$ cat src/fbpfl_pkg.sv
// ----------------------------------------------------------------------------
// fbpfl_pkg
// Shared types and constants for the fixed block pool free list.
// ----------------------------------------------------------------------------
package fbpfl_pkg;

   localparam int NUM_BLOCKS_DEFAULT = 256;

   localparam int OFFSET_W     = 24;
   localparam int STATUS_W     = 2;
   localparam int CSR_INDEX_W  = 1;
   localparam int CSR_DATA_W   = 9;
   localparam int BLOCKS_W     = 9;
   localparam int LOG2_W       = 5;

   localparam logic [BLOCKS_W-1:0] BLOCKS_RESET = 9'd256;
   localparam logic [LOG2_W-1:0]   LOG2_RESET   = 5'd6;
   localparam logic [LOG2_W-1:0]   LOG2_MIN     = 5'd3;
   localparam logic [LOG2_W-1:0]   LOG2_MAX     = 5'd16;

   localparam logic CMD_ALLOC = 1'b0;
   localparam logic CMD_FREE  = 1'b1;

   localparam logic [STATUS_W-1:0] STATUS_OK         = 2'd0;
   localparam logic [STATUS_W-1:0] STATUS_EMPTY      = 2'd1;
   localparam logic [STATUS_W-1:0] STATUS_BAD_OFFSET = 2'd2;

   localparam logic [CSR_INDEX_W-1:0] REG_BLOCKS_IN_USE    = 1'b0;
   localparam logic [CSR_INDEX_W-1:0] REG_BLOCK_BYTES_LOG2 = 1'b1;

   typedef struct packed {
      logic sweep_clear;
      logic sweep_write;
      logic issue;
      logic exec;
   } dp_cmd_type;

   typedef struct packed {
      logic sweep_last;
   } dp_status_type;

endpackage

$ cat src/fbpfl_ctrl.sv
// ----------------------------------------------------------------------------
// fbpfl_ctrl
// Controller: link table initialization sweep, command issue and execute.
// ----------------------------------------------------------------------------
module fbpfl_ctrl (
   input  logic                     clock,
   input  logic                     reset,
   input  logic                     start,
   input  logic                     cfg_we,
   input  fbpfl_pkg::dp_status_type dp_status,
   output fbpfl_pkg::dp_cmd_type    dp_cmd,
   output logic                     busy
);
   import fbpfl_pkg::*;

   localparam logic [1:0] ST_SWEEP = 2'd0;
   localparam logic [1:0] ST_IDLE  = 2'd1;
   localparam logic [1:0] ST_RUN   = 2'd2;

   logic [1:0] state_ff;
   logic [1:0] state_in;

   always_comb begin
      state_in = state_ff;
      dp_cmd   = '0;
      if (cfg_we) begin
         dp_cmd.sweep_clear = 1'b1;
         state_in           = ST_SWEEP;
      end else begin
         case (state_ff)
            ST_SWEEP: begin
               dp_cmd.sweep_write = 1'b1;
               if (dp_status.sweep_last) begin
                  state_in = ST_IDLE;
               end
            end
            ST_IDLE: begin
               if (start) begin
                  dp_cmd.issue = 1'b1;
                  state_in     = ST_RUN;
               end
            end
            ST_RUN: begin
               dp_cmd.exec = 1'b1;
               state_in    = ST_IDLE;
            end
            default: begin
               state_in = ST_IDLE;
            end
         endcase
      end
   end

   always_ff @(posedge clock) begin
      if (reset) begin
         state_ff <= ST_SWEEP;
      end else begin
         state_ff <= state_in;
      end
   end

   assign busy = (state_ff != ST_IDLE);

endmodule

$ cat src/fbpfl_dp.sv
// ----------------------------------------------------------------------------
// fbpfl_dp
// Datapath: link memory, free list head, config registers, offset math.
// ----------------------------------------------------------------------------
module fbpfl_dp #(
   parameter int NUM_BLOCKS = fbpfl_pkg::NUM_BLOCKS_DEFAULT
) (
   input  logic                                clock,
   input  logic                                reset,
   input  fbpfl_pkg::dp_cmd_type               dp_cmd,
   output fbpfl_pkg::dp_status_type            dp_status,
   input  logic                                cfg_we,
   input  logic [fbpfl_pkg::CSR_INDEX_W-1:0]   cfg_index,
   input  logic [fbpfl_pkg::CSR_DATA_W-1:0]    cfg_wdata,
   input  logic                                req_cmd,
   input  logic [fbpfl_pkg::OFFSET_W-1:0]      req_free_offset,
   output logic                                rsp_strobe,
   output logic [fbpfl_pkg::STATUS_W-1:0]      rsp_status,
   output logic [fbpfl_pkg::OFFSET_W-1:0]      rsp_block_offset
);
   import fbpfl_pkg::*;

   localparam int IDX_W = (NUM_BLOCKS > 1) ? $clog2(NUM_BLOCKS) : 1;
   localparam int CNT_W = $clog2(NUM_BLOCKS + 1);
   localparam int CMP_W = (CNT_W > BLOCKS_W) ? CNT_W : BLOCKS_W;

   // entry = {valid, link}
   logic [IDX_W:0] link_mem [NUM_BLOCKS];

   logic [BLOCKS_W-1:0] blocks_ff, blocks_in;
   logic [LOG2_W-1:0]   log2_ff, log2_in;
   logic [IDX_W-1:0]    head_ff, head_in;
   logic                head_valid_ff, head_valid_in;
   logic [IDX_W-1:0]    sweep_ff, sweep_in;
   logic                op_ff, op_in;
   logic [OFFSET_W-1:0] offset_ff, offset_in;
   logic [IDX_W:0]      rd_ff;
   logic                strobe_ff, strobe_in;
   logic [STATUS_W-1:0] status_ff, status_in;
   logic [OFFSET_W-1:0] blk_off_ff, blk_off_in;

   logic [CMP_W-1:0]    count_wide;
   logic [CNT_W-1:0]    count;
   logic [LOG2_W-1:0]   shift;
   logic [OFFSET_W-1:0] low_mask;
   logic [OFFSET_W-1:0] free_idx;
   logic                free_bad;
   logic [OFFSET_W-1:0] alloc_offset;
   logic [CNT_W-1:0]    sweep_next;
   logic [IDX_W:0]      chain_entry;

   logic                mem_we;
   logic [IDX_W-1:0]    mem_addr;
   logic [IDX_W:0]      mem_data;

   always_comb begin
      if (blocks_ff == '0) begin
         count_wide = CMP_W'(1);
      end else if (CMP_W'(blocks_ff) > CMP_W'(NUM_BLOCKS)) begin
         count_wide = CMP_W'(NUM_BLOCKS);
      end else begin
         count_wide = CMP_W'(blocks_ff);
      end
      count = count_wide[CNT_W-1:0];

      if (log2_ff < LOG2_MIN) begin
         shift = LOG2_MIN;
      end else if (log2_ff > LOG2_MAX) begin
         shift = LOG2_MAX;
      end else begin
         shift = log2_ff;
      end
   end

   assign low_mask     = (OFFSET_W'(1) << shift) - OFFSET_W'(1);
   assign free_idx     = offset_ff >> shift;
   assign free_bad     = ((offset_ff & low_mask) != '0) || (free_idx >= OFFSET_W'(count));
   assign alloc_offset = OFFSET_W'(head_ff) << shift;
   assign sweep_next   = CNT_W'(sweep_ff) + CNT_W'(1);
   assign chain_entry  = (sweep_next < count) ? {1'b1, sweep_next[IDX_W-1:0]} : '0;

   assign dp_status.sweep_last = (sweep_ff == IDX_W'(NUM_BLOCKS - 1));

   always_comb begin
      blocks_in     = blocks_ff;
      log2_in       = log2_ff;
      head_in       = head_ff;
      head_valid_in = head_valid_ff;
      sweep_in      = sweep_ff;
      op_in         = op_ff;
      offset_in     = offset_ff;
      strobe_in     = 1'b0;
      status_in     = status_ff;
      blk_off_in    = blk_off_ff;
      mem_we        = 1'b0;
      mem_addr      = sweep_ff;
      mem_data      = chain_entry;

      if (cfg_we) begin
         case (cfg_index)
            REG_BLOCKS_IN_USE:    blocks_in = cfg_wdata[BLOCKS_W-1:0];
            REG_BLOCK_BYTES_LOG2: log2_in   = cfg_wdata[LOG2_W-1:0];
            default:              blocks_in = blocks_ff;
         endcase
      end

      if (dp_cmd.sweep_clear) begin
         sweep_in      = '0;
         head_in       = '0;
         head_valid_in = 1'b1;
      end else if (dp_cmd.sweep_write) begin
         mem_we   = 1'b1;
         sweep_in = sweep_ff + IDX_W'(1);
      end

      if (dp_cmd.issue) begin
         op_in     = req_cmd;
         offset_in = req_free_offset;
      end

      if (dp_cmd.exec) begin
         strobe_in  = 1'b1;
         blk_off_in = '0;
         if (op_ff == CMD_ALLOC) begin
            if (head_valid_ff) begin
               status_in     = STATUS_OK;
               blk_off_in    = alloc_offset;
               head_in       = rd_ff[IDX_W-1:0];
               head_valid_in = rd_ff[IDX_W];
            end else begin
               status_in = STATUS_EMPTY;
            end
         end else begin
            if (free_bad) begin
               status_in = STATUS_BAD_OFFSET;
            end else begin
               status_in     = STATUS_OK;
               mem_we        = 1'b1;
               mem_addr      = free_idx[IDX_W-1:0];
               mem_data      = {head_valid_ff, head_ff};
               head_in       = free_idx[IDX_W-1:0];
               head_valid_in = 1'b1;
            end
         end
      end
   end

   always_ff @(posedge clock) begin
      if (mem_we) begin
         link_mem[mem_addr] <= mem_data;
      end
      if (dp_cmd.issue) begin
         rd_ff <= link_mem[head_ff];
      end
   end

   always_ff @(posedge clock) begin
      if (reset) begin
         blocks_ff     <= BLOCKS_RESET;
         log2_ff       <= LOG2_RESET;
         head_ff       <= '0;
         head_valid_ff <= 1'b1;
         sweep_ff      <= '0;
         strobe_ff     <= 1'b0;
      end else begin
         blocks_ff     <= blocks_in;
         log2_ff       <= log2_in;
         head_ff       <= head_in;
         head_valid_ff <= head_valid_in;
         sweep_ff      <= sweep_in;
         strobe_ff     <= strobe_in;
      end
   end

   always_ff @(posedge clock) begin
      op_ff      <= op_in;
      offset_ff  <= offset_in;
      status_ff  <= status_in;
      blk_off_ff <= blk_off_in;
   end

   assign rsp_strobe       = strobe_ff;
   assign rsp_status       = status_ff;
   assign rsp_block_offset = blk_off_ff;

endmodule

$ cat src/fixed_block_pool_free_list.sv
// ----------------------------------------------------------------------------
// fixed_block_pool_free_list
// LIFO free list allocator for a pool of equal-sized blocks.
//
//   channel   handshake                 payload
//   request   start, busy               req_cmd, req_free_offset
//   response  rsp_strobe (one cycle)    rsp_status, rsp_block_offset
//   csr       csr_valid, csr_ready      csr_index, csr_wdata
//
// Each transaction is accepted in IDLE and then executed in the RUN state,
// which uses the registered read of the head's link; the response strobes the
// cycle after, when a new request can already be accepted.
// After reset and after every csr write the link memory is rebuilt, one
// entry per cycle, with busy high. csr_ready is always high.
// The response cannot be stalled.
// ----------------------------------------------------------------------------
module fixed_block_pool_free_list #(
   parameter int NUM_BLOCKS = fbpfl_pkg::NUM_BLOCKS_DEFAULT
) (
   input  logic                                clock,
   input  logic                                reset,
   input  logic                                start,
   output logic                                busy,
   input  logic                                req_cmd,
   input  logic [fbpfl_pkg::OFFSET_W-1:0]      req_free_offset,
   output logic                                rsp_strobe,
   output logic [fbpfl_pkg::STATUS_W-1:0]      rsp_status,
   output logic [fbpfl_pkg::OFFSET_W-1:0]      rsp_block_offset,
   input  logic                                csr_valid,
   output logic                                csr_ready,
   input  logic [fbpfl_pkg::CSR_INDEX_W-1:0]   csr_index,
   input  logic [fbpfl_pkg::CSR_DATA_W-1:0]    csr_wdata
);
   import fbpfl_pkg::*;

   dp_cmd_type    dp_cmd;
   dp_status_type dp_status;
   logic          cfg_we;

   assign csr_ready = 1'b1;
   assign cfg_we    = csr_valid & csr_ready;

   fbpfl_ctrl u_ctrl (
      .clock     (clock),
      .reset     (reset),
      .start     (start),
      .cfg_we    (cfg_we),
      .dp_status (dp_status),
      .dp_cmd    (dp_cmd),
      .busy      (busy)
   );

   fbpfl_dp #(
      .NUM_BLOCKS (NUM_BLOCKS)
   ) u_dp (
      .clock            (clock),
      .reset            (reset),
      .dp_cmd           (dp_cmd),
      .dp_status        (dp_status),
      .cfg_we           (cfg_we),
      .cfg_index        (csr_index),
      .cfg_wdata        (csr_wdata),
      .req_cmd          (req_cmd),
      .req_free_offset  (req_free_offset),
      .rsp_strobe       (rsp_strobe),
      .rsp_status       (rsp_status),
      .rsp_block_offset (rsp_block_offset)
   );

   a_rsp_follows_accept: assert property (@(posedge clock) disable iff (reset)
      rsp_strobe |-> $past(start && !busy, 2))
      else $error("response without a request two cycles earlier");

   a_busy_after_accept: assert property (@(posedge clock) disable iff (reset)
      (start && !busy && !cfg_we) |=> busy)
      else $error("busy not raised after accept");

   a_single_strobe: assert property (@(posedge clock) disable iff (reset)
      rsp_strobe |=> !rsp_strobe)
      else $error("response strobe longer than one cycle");

   a_offset_zero_on_error: assert property (@(posedge clock) disable iff (reset)
      (rsp_strobe && rsp_status != STATUS_OK) |-> (rsp_block_offset == '0))
      else $error("nonzero offset on failed transaction");

endmodule
$ cat config.mk
export PLATFORM = sky130hd
export DESIGN_NAME = fixed_block_pool_free_list
export DESIGN_NICKNAME = d
export VERILOG_FILES = /design/src/fbpfl_pkg.sv /design/src/fbpfl_ctrl.sv /design/src/fbpfl_dp.sv /design/src/fixed_block_pool_free_list.sv
export SDC_FILE = /design/constraint.sdc
export NUM_CORES = 2
export LEC_CHECK = 0
export BUFFER_PORTS_ARGS = -buffer_cell sky130_fd_sc_hd__buf_2
export CORE_UTILIZATION = 25
export DETAILED_ROUTE_END_ITERATION = 6
export PLACE_DENSITY = 0.48
export REMOVE_ABC_BUFFERS = 1
export SYNTH_ARGS = -nofsm -noshare
export SYNTH_HDL_FRONTEND = slang
export SYNTH_SLANG_ARGS = --single-unit
$ cat constraint.sdc
create_clock -name clock -period 24.1 [get_ports clock]
set_clock_uncertainty 0.2 [all_clocks]
set_input_delay 2.41 -clock clock [delete_from_list [all_inputs] [get_ports clock]]
set_output_delay 2.41 -clock clock [all_outputs]
set_load 0.02 [all_outputs]
==> metrics <==
Crit. End Element flip-flop; largest cells by area after synthesis edfxtp_1 74%, mux4_2 18%, a21oi_1 0.94%; status finished with violations; vias in the first global route 47000; H-tree depth 4; first-pass GRT wire length 378000 um; root buf cell clkbuf_16; Core Area 0.380 sq mm; First-pass DRT Iterations 7; TritonCTS clock tree yes; design area 0.110 sq mm; critical path's top delay family buffers and inverters; Placement Rows 226; Port-buffer cells 66; worst-path maximum fanout 72; dominant synthesized flop cell edfxtp_1; fillers 36800; CTS buffer count 249; Clock Pin Slew Worst Setup and Hold Paths 60 ps; CP peak stage delay 870 ps; DIE WIDTH 620 um; CP max-delay cell clkinv_1; actual slew at the worst max-slew pin 1170 ps; RSZ-0062 raised after global routing no; Area Overhead vs Synth 15.2%; initial antenna violation count 22; Vias 46400; Routed Antenna Nets 0; EDFF count, synth 2364; CTS Buffer Depth 4; post-synth top area cell edfxtp_1; nets@finish 4597; Peak VDD IR 0.0674 mV; chip height 620 um; DRT iter0 DRCs 5394; FF+latch count, synth 2398; Final Slew Violations 0; Final Hold Viols 0; Routed WL 268000 um; share of cells above drive strength 1 0.288; Post-CTS Hold Fix Bufs 0; grt total ovfl 0; ys async rst share 0; fin crit share 0.390; worst-skew pair later-pin latency 920 ps; max-cap viol count 0; Hold WC Path Type reg -> reg; post-synthesis sequential area ratio 0.749; post-layout util 0.290; Lkg Pwr 32.9 nW; postcts setup bufs 0; type of origin of the critical path flip-flop; pin count of the biggest net entering global routing 153; path type of the worst setup path reg -> reg; Comb power frac 0.019; Worst Path Buf+Inv 5; Synth top area share 0.742; Worst Path Required 24450 ps; Psw 1.73 mW; pwr/cell area 78.0 mW/mm^2; CTS sink cnt 2398; Final Setup Violations 0; Yosys cell types 79; Starting Density 0.252; Synth top cells by count 2364 x edfxtp_1, 760 x mux4_2, 211 x nor2_1; I/O pins 68; vias per cell 4.76; Switching Fraction 0.202; Clock Power Share 0.451; Worst EP arrival 9760 ps; Ys Warns 0; violated checks DRC; most frequent cell after synthesis edfxtp_1; synthesized instance count 4415; Worst path most repeated cell buf_4; Period minus WS final 9400 ps; total global-route track usage 0.137; Placed Instance Area 0.102 sq mm; dpl hpwl 158000 um; post-cts resize count 0; syn_area_per_cell 21.7 sq um; die area 0.385 sq mm; Seq pwr share 0.530; mapped cell area 0.0956 sq mm; Max-slew headroom 0.218; crit path cell chain buf_4 -> clkinv_1 -> nand2_1 -> o211ai_1 -> a311oi_1 -> or2_2 -> ha_1 -> a21oi_1 -> o21ai_0 -> a21oi_1 -> o211ai_1 -> or4b_1 -> nor4_4 -> buf_4 -> a22o_4 -> buf_4 -> buf_4; maximum clock rate 0.106 GHz; Pint 6.86 mW; GPL Wtd Cong 0.867; drc violations 1; DR WL/cell 27.5 um
## cell type report
class | instances | area (sq um) | share of cell area
Timing Repair Buffer | 155 | 1090 | 0.00985
Inverter | 16 | 60.1 | 0.000545
Tap cell | 5016 | 6280 | 0.0569
Antenna cell | 4 | 10.0 | 0.0000908
Multi-Input combinational cell | 1719 | 23000 | 0.208
Sequential cell | 2398 | 71700 | 0.651
Clock buffer | 291 | 6410 | 0.0582
Clock inverter | 155 | 1700 | 0.0154
## cell families after synthesis
family          synth area share
flops                      0.749
mux                        0.185
simple gates              0.0244
compound gates            0.0244
buf+inv                   0.0133
fa+ha+maj                0.00259
xor+xnor                 0.00110
other cells            0.0000785
## power by group through the flow
stage	Combinational, mW	Sequential (mW)	Clock (mW)
4_1_cts	0.159	4.56	3.96
3_3_place_gp	0.158	4.65	0
5_1_grt	0.170	4.56	4.10
6_report	0.161	4.56	3.88
2_1_floorplan	0.0818	4.66	0
3_5_place_dp	0.159	4.65	0
## routing by layer
layer  track usage  vias to the layer above  wire, um
li1              -                    18900         -
met1         0.197                    25300    120000
met2         0.217                     1777    124000
met3        0.0220                      359     17100
met4        0.0334                        0      6450
met5             0                        -         0
## through the flow
step                cells  setup WS (ps)  total power, mW  setup TNS [ps]  hold WS, ps
floorplan            4133          -4120             4.74        -1080540          230
global placement     9304          15120             4.80               0          268
detailed placement   9304          14890             4.81               0          269
CTS                  9750          14910             8.67               0          279
global route         9751          14400             8.83               0          297
finish               9754          14700             8.60               0          276
## state kept, by name (all words and copies together) (netlist names)
register / count
u_dp.sweep_ff: 8
u_dp.rsp_status: 2
u_dp.blocks_ff: 9
u_dp.rsp_strobe: 1
u_dp.rd_ff: 9
u_dp.head_ff: 8
u_dp.link_mem: 2304
u_dp.head_valid_ff: 1
u_dp.rsp_block_offset: 24
u_dp.op_ff: 1
u_ctrl.state_ff: 2
u_dp.log2_ff: 5
u_dp.offset_ff: 24
## path summary, 6_finish.rpt
check | cells past startpoint | startpoint | slack, ps | endpoint
max | 17 | u_dp.log2_ff[4] | 14700 | u_dp.link_mem[141][7]
min reg2reg | 2 | u_dp.blocks_ff[0] | 280 | u_dp.blocks_ff[0]
max reg2reg | 17 | u_dp.log2_ff[4] | 14700 | u_dp.link_mem[141][7]
min | 2 | u_dp.blocks_ff[0] | 280 | u_dp.blocks_ff[0]
## worst reg2reg max path, stage by stage (launching register included)
cell and delay, ps:
dfxtp_2 310, buf_4 510, clkinv_1 890, nand2_1 830, o211ai_1 210, a311oi_1 760
or2_2 420, ha_1 300, a21oi_1 170, o21ai_0 100, a21oi_1 230, o211ai_1 110
or4b_1 730, nor4_4 210, buf_4 630, a22o_4 860, buf_4 700, buf_4 870
## placed cells by master, fill, tap and decap left out, types with 41 or more instances in the layout
master and n:
buf_4 82, nor2_1 210, nand2_1 104, a21oi_1 176, clkbuf_16 250, buf_2 66, edfxtp_1 2364, clkinv_1 54
mux4_2 760, clkbuf_1 41, clkinv_2 51
No activity file was read; power rests on OpenSTA's default activity.
